`src/sv/ffba_pkg.sv`:
```
// Package for the first-fit block allocator: request/response structs,
// datapath command codes and status flags. No dependencies.
package ffba_pkg;

  localparam int unsigned HeapBlocksDef = 4096;

  localparam logic [1:0] StatusOk      = 2'd0;
  localparam logic [1:0] StatusNoFit   = 2'd1;
  localparam logic [1:0] StatusBadFree = 2'd2;

  localparam logic ModeAlloc = 1'b0;
  localparam logic ModeFree  = 1'b1;

  typedef struct packed {
    logic        mode;
    logic        owner;
    logic [11:0] block_count;
    logic [11:0] data_address;
  } req_t;

  typedef struct packed {
    logic [1:0]  status;
    logic [11:0] granted_address;
  } rsp_t;

  typedef enum logic [3:0] {
    DP_NOP,
    DP_LOAD,
    DP_CLR,
    DP_RD_P,
    DP_RD_H,
    DP_RD_NX,
    DP_STEP,
    DP_WR_SPLIT,
    DP_WR_ALLOC,
    DP_SAVE_H,
    DP_SAVE_NX,
    DP_WR_H,
    DP_WR_NX,
    DP_WR_PREV,
    DP_WR_HDEL
  } dp_cmd_e;

  typedef struct packed {
    logic clr_last;
    logic is_free;
    logic null_addr;
    logic h_in_heap;
    logic p_lt_heap;
    logic p_lt_h;
    logic fit;
    logic split;
    logic hdr_ok;
    logic nx_in;
    logic merge;
    logic prev_merge;
  } dp_stat_t;

endpackage

```
`src/sv/ffba_ctrl.sv`:
```
// Controller of the allocator: sequences datapath commands for the
// clearing pass, allocate walk and free/coalesce. Uses ffba_pkg.
module ffba_ctrl (
  input  logic               clk_i,
  input  logic               rst_ni,
  input  logic               start_i,
  input  ffba_pkg::dp_stat_t stat_i,
  output ffba_pkg::dp_cmd_e  cmd_o,
  output logic               busy_o,
  output logic               done_o,
  output logic [1:0]         status_o
);
  import ffba_pkg::*;

  typedef enum logic [3:0] {
    S_CLEAR, S_IDLE, S_DISP, S_A_LOOP, S_A_CHK, S_A_WR,
    S_F_CHK, S_F_NX, S_F_NXCHK, S_F_WRH, S_F_WRNX, S_F_WALK,
    S_F_WSTEP, S_F_PREV, S_F_HDEL
  } state_e;

  state_e     state_q, state_d;
  logic       done_d;
  logic [1:0] status_q, status_d;
  logic       done_q;

  always_comb begin
    state_d  = state_q;
    cmd_o    = DP_NOP;
    done_d   = 1'b0;
    status_d = status_q;
    unique case (state_q)
      S_CLEAR: begin
        cmd_o = DP_CLR;
        if (stat_i.clr_last) state_d = S_IDLE;
      end
      S_IDLE: begin
        if (start_i) begin
          cmd_o   = DP_LOAD;
          state_d = S_DISP;
        end
      end
      S_DISP: begin
        if (!stat_i.is_free) begin
          state_d = S_A_LOOP;
        end else if (stat_i.null_addr) begin
          done_d = 1'b1; status_d = StatusOk; state_d = S_IDLE;
        end else if (!stat_i.h_in_heap) begin
          done_d = 1'b1; status_d = StatusBadFree; state_d = S_IDLE;
        end else begin
          cmd_o   = DP_RD_H;
          state_d = S_F_CHK;
        end
      end
      S_A_LOOP: begin
        if (stat_i.p_lt_heap) begin
          cmd_o   = DP_RD_P;
          state_d = S_A_CHK;
        end else begin
          done_d = 1'b1; status_d = StatusNoFit; state_d = S_IDLE;
        end
      end
      S_A_CHK: begin
        if (stat_i.fit && stat_i.split) begin
          cmd_o   = DP_WR_SPLIT;
          state_d = S_A_WR;
        end else if (stat_i.fit) begin
          cmd_o  = DP_WR_ALLOC;
          done_d = 1'b1; status_d = StatusOk; state_d = S_IDLE;
        end else begin
          cmd_o   = DP_STEP;
          state_d = S_A_LOOP;
        end
      end
      S_A_WR: begin
        cmd_o  = DP_WR_ALLOC;
        done_d = 1'b1; status_d = StatusOk; state_d = S_IDLE;
      end
      S_F_CHK: begin
        if (!stat_i.hdr_ok) begin
          done_d = 1'b1; status_d = StatusBadFree; state_d = S_IDLE;
        end else begin
          cmd_o   = DP_SAVE_H;
          state_d = S_F_NX;
        end
      end
      S_F_NX: begin
        if (stat_i.nx_in) begin
          cmd_o   = DP_RD_NX;
          state_d = S_F_NXCHK;
        end else begin
          state_d = S_F_WRH;
        end
      end
      S_F_NXCHK: begin
        cmd_o   = DP_SAVE_NX;
        state_d = S_F_WRH;
      end
      S_F_WRH: begin
        cmd_o   = DP_WR_H;
        state_d = stat_i.merge ? S_F_WRNX : S_F_WALK;
      end
      S_F_WRNX: begin
        cmd_o   = DP_WR_NX;
        state_d = S_F_WALK;
      end
      S_F_WALK: begin
        if (stat_i.p_lt_h) begin
          cmd_o   = DP_RD_P;
          state_d = S_F_WSTEP;
        end else begin
          state_d = S_F_PREV;
        end
      end
      S_F_WSTEP: begin
        cmd_o   = DP_STEP;
        state_d = S_F_WALK;
      end
      S_F_PREV: begin
        if (stat_i.prev_merge) begin
          cmd_o   = DP_WR_PREV;
          state_d = S_F_HDEL;
        end else begin
          done_d = 1'b1; status_d = StatusOk; state_d = S_IDLE;
        end
      end
      S_F_HDEL: begin
        cmd_o  = DP_WR_HDEL;
        done_d = 1'b1; status_d = StatusOk; state_d = S_IDLE;
      end
      default: state_d = S_IDLE;
    endcase
  end

  always_ff @(posedge clk_i or negedge rst_ni) begin
    if (!rst_ni) begin
      state_q  <= S_CLEAR;
      done_q   <= 1'b0;
      status_q <= StatusOk;
    end else begin
      state_q  <= state_d;
      done_q   <= done_d;
      status_q <= status_d;
    end
  end

  assign busy_o   = (state_q != S_IDLE);
  assign done_o   = done_q;
  assign status_o = status_q;

endmodule

```
`config.mk`:
```
export PLATFORM = sky130hd
export DESIGN_NAME = ffba_ctrl
export DESIGN_NICKNAME = d
export VERILOG_FILES = /design/src/sv/ffba_pkg.sv /design/src/sv/ffba_ctrl.sv
export SDC_FILE = /design/constraint.sdc
export NUM_CORES = 1
export LEC_CHECK = 0
export ABC_AREA = 1
export BUFFER_PORTS_ARGS = -buffer_cell sky130_fd_sc_hd__buf_2
export CAP_MARGIN = 0
export CORE_UTILIZATION = 30
export DETAILED_ROUTE_END_ITERATION = 16
export GPL_ROUTABILITY_DRIVEN = 0
export PLACE_DENSITY_LB_ADDON = 0.08
export SLEW_MARGIN = 10
export SYNTH_ARGS = -nofsm -noshare
export SYNTH_HDL_FRONTEND = slang
export SYNTH_SLANG_ARGS = --single-unit
```
`constraint.sdc`:
```
create_clock -name clk_i -period 3.4 [get_ports clk_i]
set_input_delay 0.51 -clock clk_i [delete_from_list [all_inputs] [get_ports clk_i]]
set_output_delay 0.51 -clock clk_i [all_outputs]
set_load 0.02 [all_outputs]
```
Word-level counts from Yosys, hierarchy flattened
Cells that the tools add are included.
{"block": "op_classes", "n_reduce_logical": 7, "n_mux": 44, "n_eq_ne": 24}
{"cell": "one-hot mux 4 bit (15 select lines)", "count": 1}
{"cell": "one-hot mux 4 bit (12 select lines)", "count": 1}
{"cell": "2-to-1 mux 3 bit", "count": 10}
{"cell": "equality test 4 bit, second input constant", "count": 7}
{"cell": "2-to-1 mux 4 bit", "count": 7}
{"cell": "2-to-1 mux 2 bit", "count": 11}
{"cell": "equality test 4 x 3 -> 1 bit, second input constant", "count": 4}
{"cell": "inequality test 2 bit, second input constant", "count": 8}
{"cell": "2-to-1 mux 1 bit", "count": 12}
{"cell": "one-hot mux 2 bit (6 select lines)", "count": 1}
{"cell": "equality test 4 x 2 -> 1 bit, second input constant", "count": 2}
{"cell": "AND reduction 8 bit", "count": 1}
{"cell": "one-hot mux 1 bit (6 select lines)", "count": 1}
{"cell": "nonzero test 6 bit", "count": 1}
{"cell": "equality test 4 x 1 -> 1 bit, second input constant", "count": 1}
{"cell": "logical NOT 4 bit", "count": 1}
{"cell": "inequality test 4 x 1 -> 1 bit, second input constant", "count": 1}
{"cell": "OR reduction 2 bit", "count": 2}
{"cell": "inequality test 3 bit, second input constant", "count": 1}
{"cell": "AND reduction 2 bit", "count": 1}
{"cell": "logical AND 1 bit", "count": 1}
{"block": "totals", "reg_bits": 7, "out_inout_bits": 8, "wordCells": 78, "inputBits": 15}

Depth between registers and ports, before layout
Gate-level depths: netlist of the first run.
{"block": "logic_depth", "ltp_word": 4, "depth_mapped": 9, "mapped_depth_nobuf": 9}

Worst setup path after synthesis of the first run
Ideal clock, no wire load.
{"block": "synth_path", "path_type": "reg-to-output", "startpoint": "reg state_q[3]", "endpoint": "out cmd_o[0]", "required_time_ns": 2.890, "n_path_buf": 0, "stages_incl_launch_ff": 8, "arrival_ns": 1.245, "path_slack_ns": 1.645, "cell_sequence": "dfrtp_1 nor2_4 inv_1 nor2_1 inv_1 nor2_1 nor3_1 nand2_1"}
{"block": "synth_between", "elab_chain_len": 2, "elab_cells_between_ends": 16, "cone_classes": "14 x eq/ne; 1 x mux; 1 x reduce/logical"}
{"element": "start, declared", "line_no": "ffba_ctrl.sv:21", "rtl": "state_e state_q, state_d;"}
{"element": "start signal, assigned", "line_no": "ffba_ctrl.sv:140", "rtl": "state_q <= state_d;"}
{"element": "equality test 4 bit, or another cell as far along", "line_no": "ffba_ctrl.sv:31", "rtl": "unique case (state_q)"}
{"element": "one-hot mux 4 bit (15 select lines) (*)", "line_no": "ffba_ctrl.sv:31"}
{"element": "end, declared", "line_no": "ffba_ctrl.sv:8", "rtl": "output ffba_pkg::dp_cmd_e cmd_o,"}
Mark *: on every way between the ends. The rest lies on a longest branch, timed or not.

Worst setup path after layout of the first run
{"block": "layout_path", "startpoint": "reg state_q[2]", "endpoint": "out cmd_o[3]"}
Same word-level chain as after synthesis.

==> key figures, run 1 <==
Run status
  – Status: complete, no violations

Layout
  – # diodes: 0
  – Layout Area Growth over Synthesis: 22.0%
  – Most frequent cells in the layout: nand2_1 (40), nor2_1 (24), buf_2 (22)
  – Commonest non-fill, non-tap cell in the layout: nand2_1
  – Layout cells sized above 1: between 20% and 30%
  – Fill cell total of the finished layout: just under 300
  – Fin nets: approximately 180

Clock tree
  – Skew-Pair Late Insertion Delay: 0.25 ns
  – TritonCTS clock tree: yes
  – CTS H-tree depth: 1
  – Clock sinks: 7
  – Clock Pin Slew Worst Setup and Hold Paths: approximately 0.050 ns
  – Total CTS buffers: 3
  – Hold Buf Count CTS: 0
  – Setup bufs post-CTS: 0
  – Clk buf depth: 2
  – Post-cts gate resize count: 0
  – Clock Tree Root: clkbuf_4

Timing
  – Unrepaired setup endpoints after global routing: false
  – Tcrit/Tclk final: 65.1%
  – Max Fclk: approximately 450 MHz
  – Slew @ Worst Pin: roughly 0.33 ns
  – Slew headroom: about four fifths
  – Clock Skew: roughly 0.0048 ns
  – Final hold vios: 0
  – Minimum clock period: 2.21 ns
  – Final setup viols: 0
  – Max-slew violation count: 0
  – Final setup TNS: 0 ns

Global routing
  – Gr ovfl total: 0
  – Layer with the highest usage: met2
  – Met3 Resource Use GR: 4.60%
  – Global Route met2 Usage: a little under a third
  – First-pass GRT wire length: 3590 um
  – Initial antenna violation count: 0
  – GRT Resource Usage Total: 17.8%
  – Largest net degree at the start of global routing: 8
  – Number of global-route vias before repair: roughly 900
  – GR Util met1: approximately 21%

Critical path
  – Worst path arrival time: 1.70 ns
  – Setup crit end: cmd_o[3]
  – Req. time, crit path: 2.89 ns
  – CP delay by family, top: flip-flops
  – Worst r2r dst: state_q[1]
  – Crit Path Category: reg -> out
  – Worst path max stage delay: around 0.53 ns
  – R2r startpoint: state_q[2]
  – CP Capture Type: output port
  – Worst-path cell chain: nand2_2 > inv_2 > nand2_2 > nor2_4 > inv_1 > nand2_1 > nor2_1 > o211ai_1 > buf_2
  – Startpoint types: flip-flop
  – Worst R2R Setup Slack: 1.94 ns
  – Crit path launch: state_q[2]
  – Most used cell, CP: nand2_2
  – Slowest stage cell, crit path: dfrtp_1
  – Crit path max fanout: 7
  – Worst path depth: 9
  – Buf/Inv on CP: 3
  – R2r worst-path depth: 8

Worst hold path
  – Hold/Removal Path Class: in -> async

Pwr
  – P_leak: 0.585 nW
  – Total power: about 0.00080 W
  – Worst vdd ir: 0.392 mV
  – P per Cell Area: just over 800 nW/um^2

Routing
  – First-pass iteration count of the detailed router: 4
  – Post-DRT Antenna Nets: 0
  – Vias post-DR: ~940
  – 1st-iter DRT viols: 24
  – WL/cell: approximately 11 um
  – DR DRC count: 0
  – DR vias/cell: just under 5
  – Wirelength, routed: around 2200 um

Synthesis
  – Syn_nets: ~150
  – Post-synthesis sequential area ratio: 22.1%
  – Synth Warn #: 0
  – Distinct cells, synth: 19
  – Mapped Cells: approximately 140
  – Number of synthesized register bits: 7
  – Mean post-synth cell area: 5.82 um^2
  – Mapped cell area: about 790 um^2

Floorplan
  – Initial Util: 32.0%
  – Ports: 23
  – Die X: ~53 um
  – Die area: about 2800 um^2
  – Core area: approximately 2500 um^2
  – FP Rows: 18
  – Die H: roughly 53 um

Run
  – Max Cap Viol: 0

Placement
  – Dpl hpwl: 1860 um
  – I/O Buffers: 22
## cell type report
type | count | area (um^2) | share of cell area [%]
Clock buffer | 4 | 26.3 | 2.72
Inverter | 22 | 82.6 | 8.55
Tap cell | 30 | 37.5 | 3.89
Timing Repair Buffer | 22 | 110 | 11.4
Multi-Input combinational cell | 107 | 534 | 55.3
Sequential cell | 7 | 175 | 18.1
## flip-flops by register name (all words and copies together) (netlist names)
name,cells
done_o,1
status_o,2
state_q,4
## worst min-delay path by stage
stage / from / slack [ns] / end
3_5_place_dp: rst_ni / 0.36 / done_o
3_3_place_gp: rst_ni / 0.36 / done_o
6_report: rst_ni / 0.08 / state_q[3]
4_1_cts: rst_ni / 0.08 / state_q[3]
5_1_grt: rst_ni / 0.08 / state_q[3]
2_1_floorplan: rst_ni / 0.21 / done_o
## power by group
part | total [W] | switching (W) | internal [W]
combinational | 0.000556 | 0.000374 | 0.000182
clock | 0.0000754 | 0.0000307 | 0.0000448
sequential | 0.000171 | 0.0000504 | 0.000120
## logic make-up after synthesis
logic type | count (synthesis) | share of synthesized area (%)
AOI/OAI and AO/OA | 12 | 9.95
buffers and inverters | 22 | 10.4
DFF | 7 | 22.1
and+or+nand+nor | 95 | 57.5
## Yosys cell counts (all sizes together)
library cell | count | share of area [%]
nor2 | 34 | 22
o2111ai | 2 | 2.2
o22ai | 1 | 0.79
o21bai | 1 | 0.95
o21ai | 4 | 2.5
nand2 | 45 | 23
inv | 22 | 10
a21oi | 1 | 0.63
dfrtp | 7 | 22
nor3 | 3 | 3.3
nand3 | 13 | 8.8
o211ai | 3 | 2.8
## metal layers
metal  up-vias  part of all wire [%]
met2        38                    50
met4         0                   2.8
li1        483                     -
met5         -                     0
met3         6                   5.9
met1       416                    42
## stage by stage
step / cells / hold slack [ns] / setup slack, ns / area [um^2] / utilization [%]
CTS: 192 / 0.0789 / 1.18 / 966 / 39.0
finish: 192 / 0.0776 / 1.19 / 966 / 39.0
detailed placement: 188 / 0.356 / 1.46 / 940 / 37.9
global placement: 188 / 0.357 / 1.46 / 940 / 37.9
global route: 192 / 0.0771 / 1.07 / 966 / 39.0
floorplan: 136 / 0.214 / 1.65 / 792 / -
No activity file was read; power rests on OpenSTA's default activity.
==> run 2: changes to the inputs <==
Clock period 3.4 ns to 2.3 ns, I/O delays scaled along.
==> run 2 against run 1 <==
  * Sequential power up 49%
  * Register-to-register slack worse by 1.1 ns
  * Critical path depth unchanged
  * Non-clock buffer count up 1
  * Die area unchanged
  * Worst setup slack worse by 0.93 ns
  * Via count down 2.1%
  * Global-route usage down 0.33 points
  * Highest routed layer unchanged
==> key figures, run 2 (synthesized netlist as in run 1, its figures left out) <==
Clock tree
  – Total CTS buffers: 3
  – Clk buf depth: 2
  – Clock Tree Root: clkbuf_4
  – TritonCTS clock tree: yes
  – Clock Pin Slew Worst Setup and Hold Paths: ~0.050 ns
  – Skew-Pair Late Insertion Delay: 0.26 ns
  – CTS H-tree depth: 1
  – Clock sinks: 7

Critical path
  – CP delay by family, top: flip-flops
  – Worst path arrival time: roughly 1.7 ns
  – Buf/Inv on CP: 3
  – R2r startpoint: state_q[2]
  – R2r worst-path depth: 8
  – Worst R2R Setup Slack: about 0.87 ns
  – Startpoint types: flip-flop
  – Worst path max stage delay: approximately 0.53 ns
  – Req. time, crit path: ~2.0 ns
  – Crit Path Category: reg -> out
  – Most used cell, CP: nand2_2
  – Worst-path cell chain: nand2_2 > inv_2 > nand2_2 > nor2_4 > inv_1 > nand2_1 > nor2_1 > o211ai_1 > buf_2
  – CP Capture Type: output port
  – Slowest stage cell, crit path: dfrtp_1
  – Worst r2r dst: state_q[1]
  – Crit path max fanout: 7

Global routing
  – Largest net degree at the start of global routing: 8
  – GRT Resource Usage Total: between 10% and 20%
  – Gr ovfl total: 0
  – Number of global-route vias before repair: 845
  – Initial antenna violation count: 0
  – First-pass GRT wire length: ~3600 um

Routing
  – 1st-iter DRT viols: 34
  – DR DRC count: 0
  – Vias post-DR: just over 900
  – Post-DRT Antenna Nets: 0
  – Wirelength, routed: 2170 um
  – WL/cell: 11.3 um
  – DR vias/cell: approximately 4.8
  – First-pass iteration count of the detailed router: 4

Timing
  – Hold slack: between 0.4 and 0.5 ns
  – Final setup viols: 0
  – Clock Skew: a little over 0.006 ns
  – Final setup TNS: 0 ns
  – Slew headroom: between 70% and 80%
  – Minimum clock period: slightly above 2 ns
  – Slew @ Worst Pin: about 0.33 ns
  – Unrepaired setup endpoints after global routing: false
  – Max Fclk: between 400 and 500 MHz
  – Max-slew violation count: 0
  – Setup WS post-layout: 0.253 ns
  – Tcrit/Tclk final: about nine tenths
  – Final hold vios: 0

Worst hold path
  – Hold/Removal Path Class: in -> reg
  – Hold path cells: 5
  – Hold Startpoint: stat_i[11]
  – WHS Endpoint: state_q[0]

Placement
  – Setup WS pre-CTS: between 0.5 and 0.6 ns
  – Dpl hpwl: 1870 um
  – I/O Buffers: 22

Layout
  – Biggest register: state_q
  – Area occupied by multi-input gates: 534 um^2
  – Layout Area Growth over Synthesis: 23.2%
  – Max reg flops: 4
  – Util after Layout: approximately two fifths
  – Most frequent cells in the layout: nand2_1 (40), nor2_1 (24), buf_2 (22)
  – Fin nets: around 180
  – Commonest non-fill, non-tap cell in the layout: nand2_1
  – Register area: 175 um^2
  – Layout cells sized above 1: between 20 and 30%
  – # diodes: 0
  – Fill cell total of the finished layout: ~300

Pwr
  – P_leak: 0.589 nW
  – P per Cell Area: approximately 1200 nW/um^2
  – Worst vdd ir: 0.661 mV
  – Total power: 0.00119 W

Floorplan
  – Die H: between 50 and 60 um
  – Core area: between 2000 and 2500 um^2
  – Die area: around 2800 um^2
  – Initial Util: roughly a third
  – Die X: between 50 and 60 um
  – Ports: 23
  – FP Rows: 18

Run
  – Max Cap Viol: 0

Run status
  – Status: complete, no violations
-- run 2: changes by cell type in the layout (fill, tap and decap cells not counted), sizes merged --
cell	before	now
dlygate4sd3	0	1
-- run 2: repair_timing --
| action | 4_1_cts | 5_1_grt |
|---|---|---|
| gates resized for setup | 0 | 0 |
| setup buffers | 0 | 0 |
| hold buffers | 1 | 0 |
| hold endpoints to repair | 7 | 0 |
| setup endpoints to repair | 0 | 0 |
-- run 2: area by class of cell --
class / instances / share of cell area (%)
Timing Repair Buffer: 23 / 12.3
Sequential cell: 7 / 17.9
Tap cell: 30 / 3.85
Multi-Input combinational cell: 107 / 54.7
Clock buffer: 4 / 2.69
Inverter: 22 / 8.46
-- run 2: tightest hold or removal path, cell delays in order --
cell and delay [ns]:
buf_2 0.09, inv_1 0.04, nand2_1 0.06, inv_1 0.05, nor2_1 0.04
-- run 2: per-layer routing --
| metal | vias to the layer above | part of all wire [%] | GRT usage, % |
|---|---|---|---|
| met5 | - | 0 | 0 |
| met4 | 0 | 0.46 | 2.63 |
| met3 | 2 | 4.0 | 3.45 |
| met2 | 28 | 50 | 30.8 |
| met1 | 413 | 45 | 21.8 |
| li1 | 480 | - | - |
-- run 2: worst max-delay path by stage --
stage	from	slack, ns	end	cells past startpoint
floorplan	state_q[3]	0.71	cmd_o[0]	7
global placement	state_q[2]	0.53	cmd_o[0]	9
detailed placement	state_q[2]	0.54	cmd_o[3]	9
CTS	state_q[2]	0.25	cmd_o[3]	9
global route	state_q[2]	0.13	cmd_o[3]	9
finish	state_q[2]	0.25	cmd_o[3]	9
-- run 2: through the flow --
stage / instance area (um^2) / std cells
2_1_floorplan: 792 / 136
3_3_place_gp: 940 / 188
3_5_place_dp: 940 / 188
4_1_cts: 976 / 193
5_1_grt: 976 / 193
6_report: 976 / 193
-- run 2: power by group --
| part | switching (W) | internal (W) |
|---|---|---|
| Sequential | 0.0000760 | 0.000178 |
| Clock | 0.0000473 | 0.0000663 |
| Combinational | 0.000551 | 0.000270 |
| Total | 0.000674 | 0.000514 |
==> run 3: changes to the inputs <==
Settings changed: BUFFER_PORTS_ARGS -buffer_cell sky130_fd_sc_hd__buf_2 to -buffer_cell sky130_fd_sc_hd__buf_4.
==> run 3 against run 2 <==
  * Sequential power about the same
  * Critical path type unchanged
  * Global-route usage up 0.89 points
  * Sequential share of layout area down 0.96 points
  * Hold slack better by 0.0090 ns
  * Critical endpoint is now cmd_o[0]
  * Count of clock-buffer cells in the layout unchanged
  * Total power up 4.4%
  * Design area up 5.6%
  * Clock skew about the same
==> key figures, run 3 (synthesized netlist as in run 1, its figures left out) <==
Pwr
  – Total power: 0.00124 W
  – P_leak: between 0.6 and 0.7 nW
  – Power share of the sequential group: about a fifth
  – Clock power share: around 8.8%
  – P per Cell Area: about 1200 nW/um^2
  – NetSw: slightly below 0.0007 W
  – Logic pwr share: 70.5%
  – Sw Share: a little over half
  – Cell Int Power: around 0.00057 W
  – Worst vdd ir: 0.574 mV

Timing
  – Slew @ Worst Pin: approximately 0.3 ns
  – Minimum clock period: 2.12 ns
  – Hold slack: 0.411 ns
  – Final setup TNS: 0 ns
  – Max-slew violation count: 0
  – Final setup viols: 0
  – Tcrit/Tclk final: about 92%
  – Unrepaired setup endpoints after global routing: false
  – Final hold vios: 0
  – Max Fclk: between 400 and 500 MHz
  – Slew headroom: between 70% and 80%
  – Clock Skew: approximately 0.0059 ns

Floorplan
  – Die X: between 50 and 60 um
  – Core area: 2480 um^2
  – Ports: 23
  – Die area: about 2800 um^2
  – Die H: ~53 um
  – FP Rows: 18
  – Initial Util: roughly a third

Worst hold path
  – Hold/Removal Path Class: in -> reg
  – Hold Startpoint: stat_i[4]

Clock tree
  – Hold Buf Count CTS: 1
  – Setup bufs post-CTS: 0
  – Total CTS buffers: 3
  – Clk buf depth: 2
  – Skew-Pair Late Insertion Delay: 0.25 ns
  – Clock Pin Slew Worst Setup and Hold Paths: roughly 0.050 ns
  – Clock sinks: 7
  – TritonCTS clock tree: yes
  – CTS H-tree depth: 1
  – Post-cts gate resize count: 0
  – Clock Tree Root: clkbuf_4

Layout
  – Fill cell total of the finished layout: about 290
  – Layout cells sized above 1: approximately 29%
  – Commonest non-fill, non-tap cell in the layout: nand2_1
  – Register area: 175 um^2
  – Area occupied by multi-input gates: about 530 um^2
  – Fin nets: 179
  – Most frequent cells in the layout: nand2_1 (40), nor2_1 (24), buf_4 (22)
  – Util after Layout: between 40% and 50%
  – Layout Area Growth over Synthesis: 30.2%
  – Biggest register: state_q
  – Max reg flops: 4
  – # diodes: 0

Critical path
  – Worst path arrival time: 1.77 ns
  – Crit Path Category: reg -> out
  – Req. time, crit path: 1.96 ns
  – Startpoint types: flip-flop
  – Crit path launch: state_q[0]
  – R2r startpoint: state_q[0]
  – Worst R2R Setup Slack: around 0.78 ns
  – CP Capture Type: output port
  – Crit path max fanout: 7

Placement
  – I/O Buffers: 22
  – Dpl hpwl: roughly 1900 um

Routing
  – Vias post-DR: 908
  – Wirelength, routed: 2180 um
  – Post-DRT Antenna Nets: 0
  – WL/cell: between 10 and 15 um
  – DR vias/cell: ~4.7
  – 1st-iter DRT viols: 16
  – DR DRC count: 0
  – First-pass iteration count of the detailed router: 4

Global routing
  – First-pass GRT wire length: about 3700 um
  – Largest net degree at the start of global routing: 8
  – GRT Resource Usage Total: between 15 and 20%
  – Gr ovfl total: 0
  – Initial antenna violation count: 0
  – Number of global-route vias before repair: between 800 and 900

Run status
  – Status: complete, no violations

Run
  – Max Cap Viol: 0
[run 3: per-stage QoR]
stage,cells,setup slack (ns),cell area [um^2]
after floorplan,136,0.710,792
after global routing,193,0.0478,1030
after CTS,193,0.199,1030
after detailed placement,188,0.497,995
final,193,0.183,1030
after global placement,188,0.469,995
[run 3: power by group through the flow]
stage	combinational (W)	clock [W]	sequential [W]
final	0.000874	0.000109	0.000257
after global routing	0.000998	0.000126	0.000265
after CTS	0.000882	0.000114	0.000257
after detailed placement	0.000876	0	0.000258
after global placement	0.000890	0	0.000257
after floorplan	0.000582	0	0.000269
[run 3: worst max-delay path, cell delays in order (launching register included)]
cell and delay, ns:
dfrtp_1 0.50, inv_2 0.10, nand2_1 0.17, nor2_1 0.11, nand2_1 0.12, o21ai_0 0.09
a21oi_1 0.19, nand2_1 0.08, buf_4 0.16
[run 3: path summary, 6_finish.rpt]
path,cells after the start,endpoint
hold / removal,3,state_q[2]
setup / recovery,8,cmd_o[0]
hold reg to reg,2,status_o[0]
setup reg to reg,7,state_q[2]
min in group asynchronous,2,state_q[3]
max in group asynchronous,2,state_q[2]
[run 3: final cells by class]
| class | instances | share of cell area [%] |
|---|---|---|
| inverter | 22 | 8.01 |
| sequential | 7 | 17.0 |
| timing repair buffer | 23 | 17.0 |
| multi-input combinational | 107 | 51.8 |
| clock buffer | 4 | 2.55 |
| tap | 30 | 3.64 |
[run 3: layer usage]
metal	wire (um)	vias up	share of wire [%]	global-route usage, %
met5	0	-	0	0
met4	0	0	0	2.63
met3	113	0	5.2	5.17
met2	998	28	46	28.5
met1	1060	398	49	25.3
li1	-	482	-	-
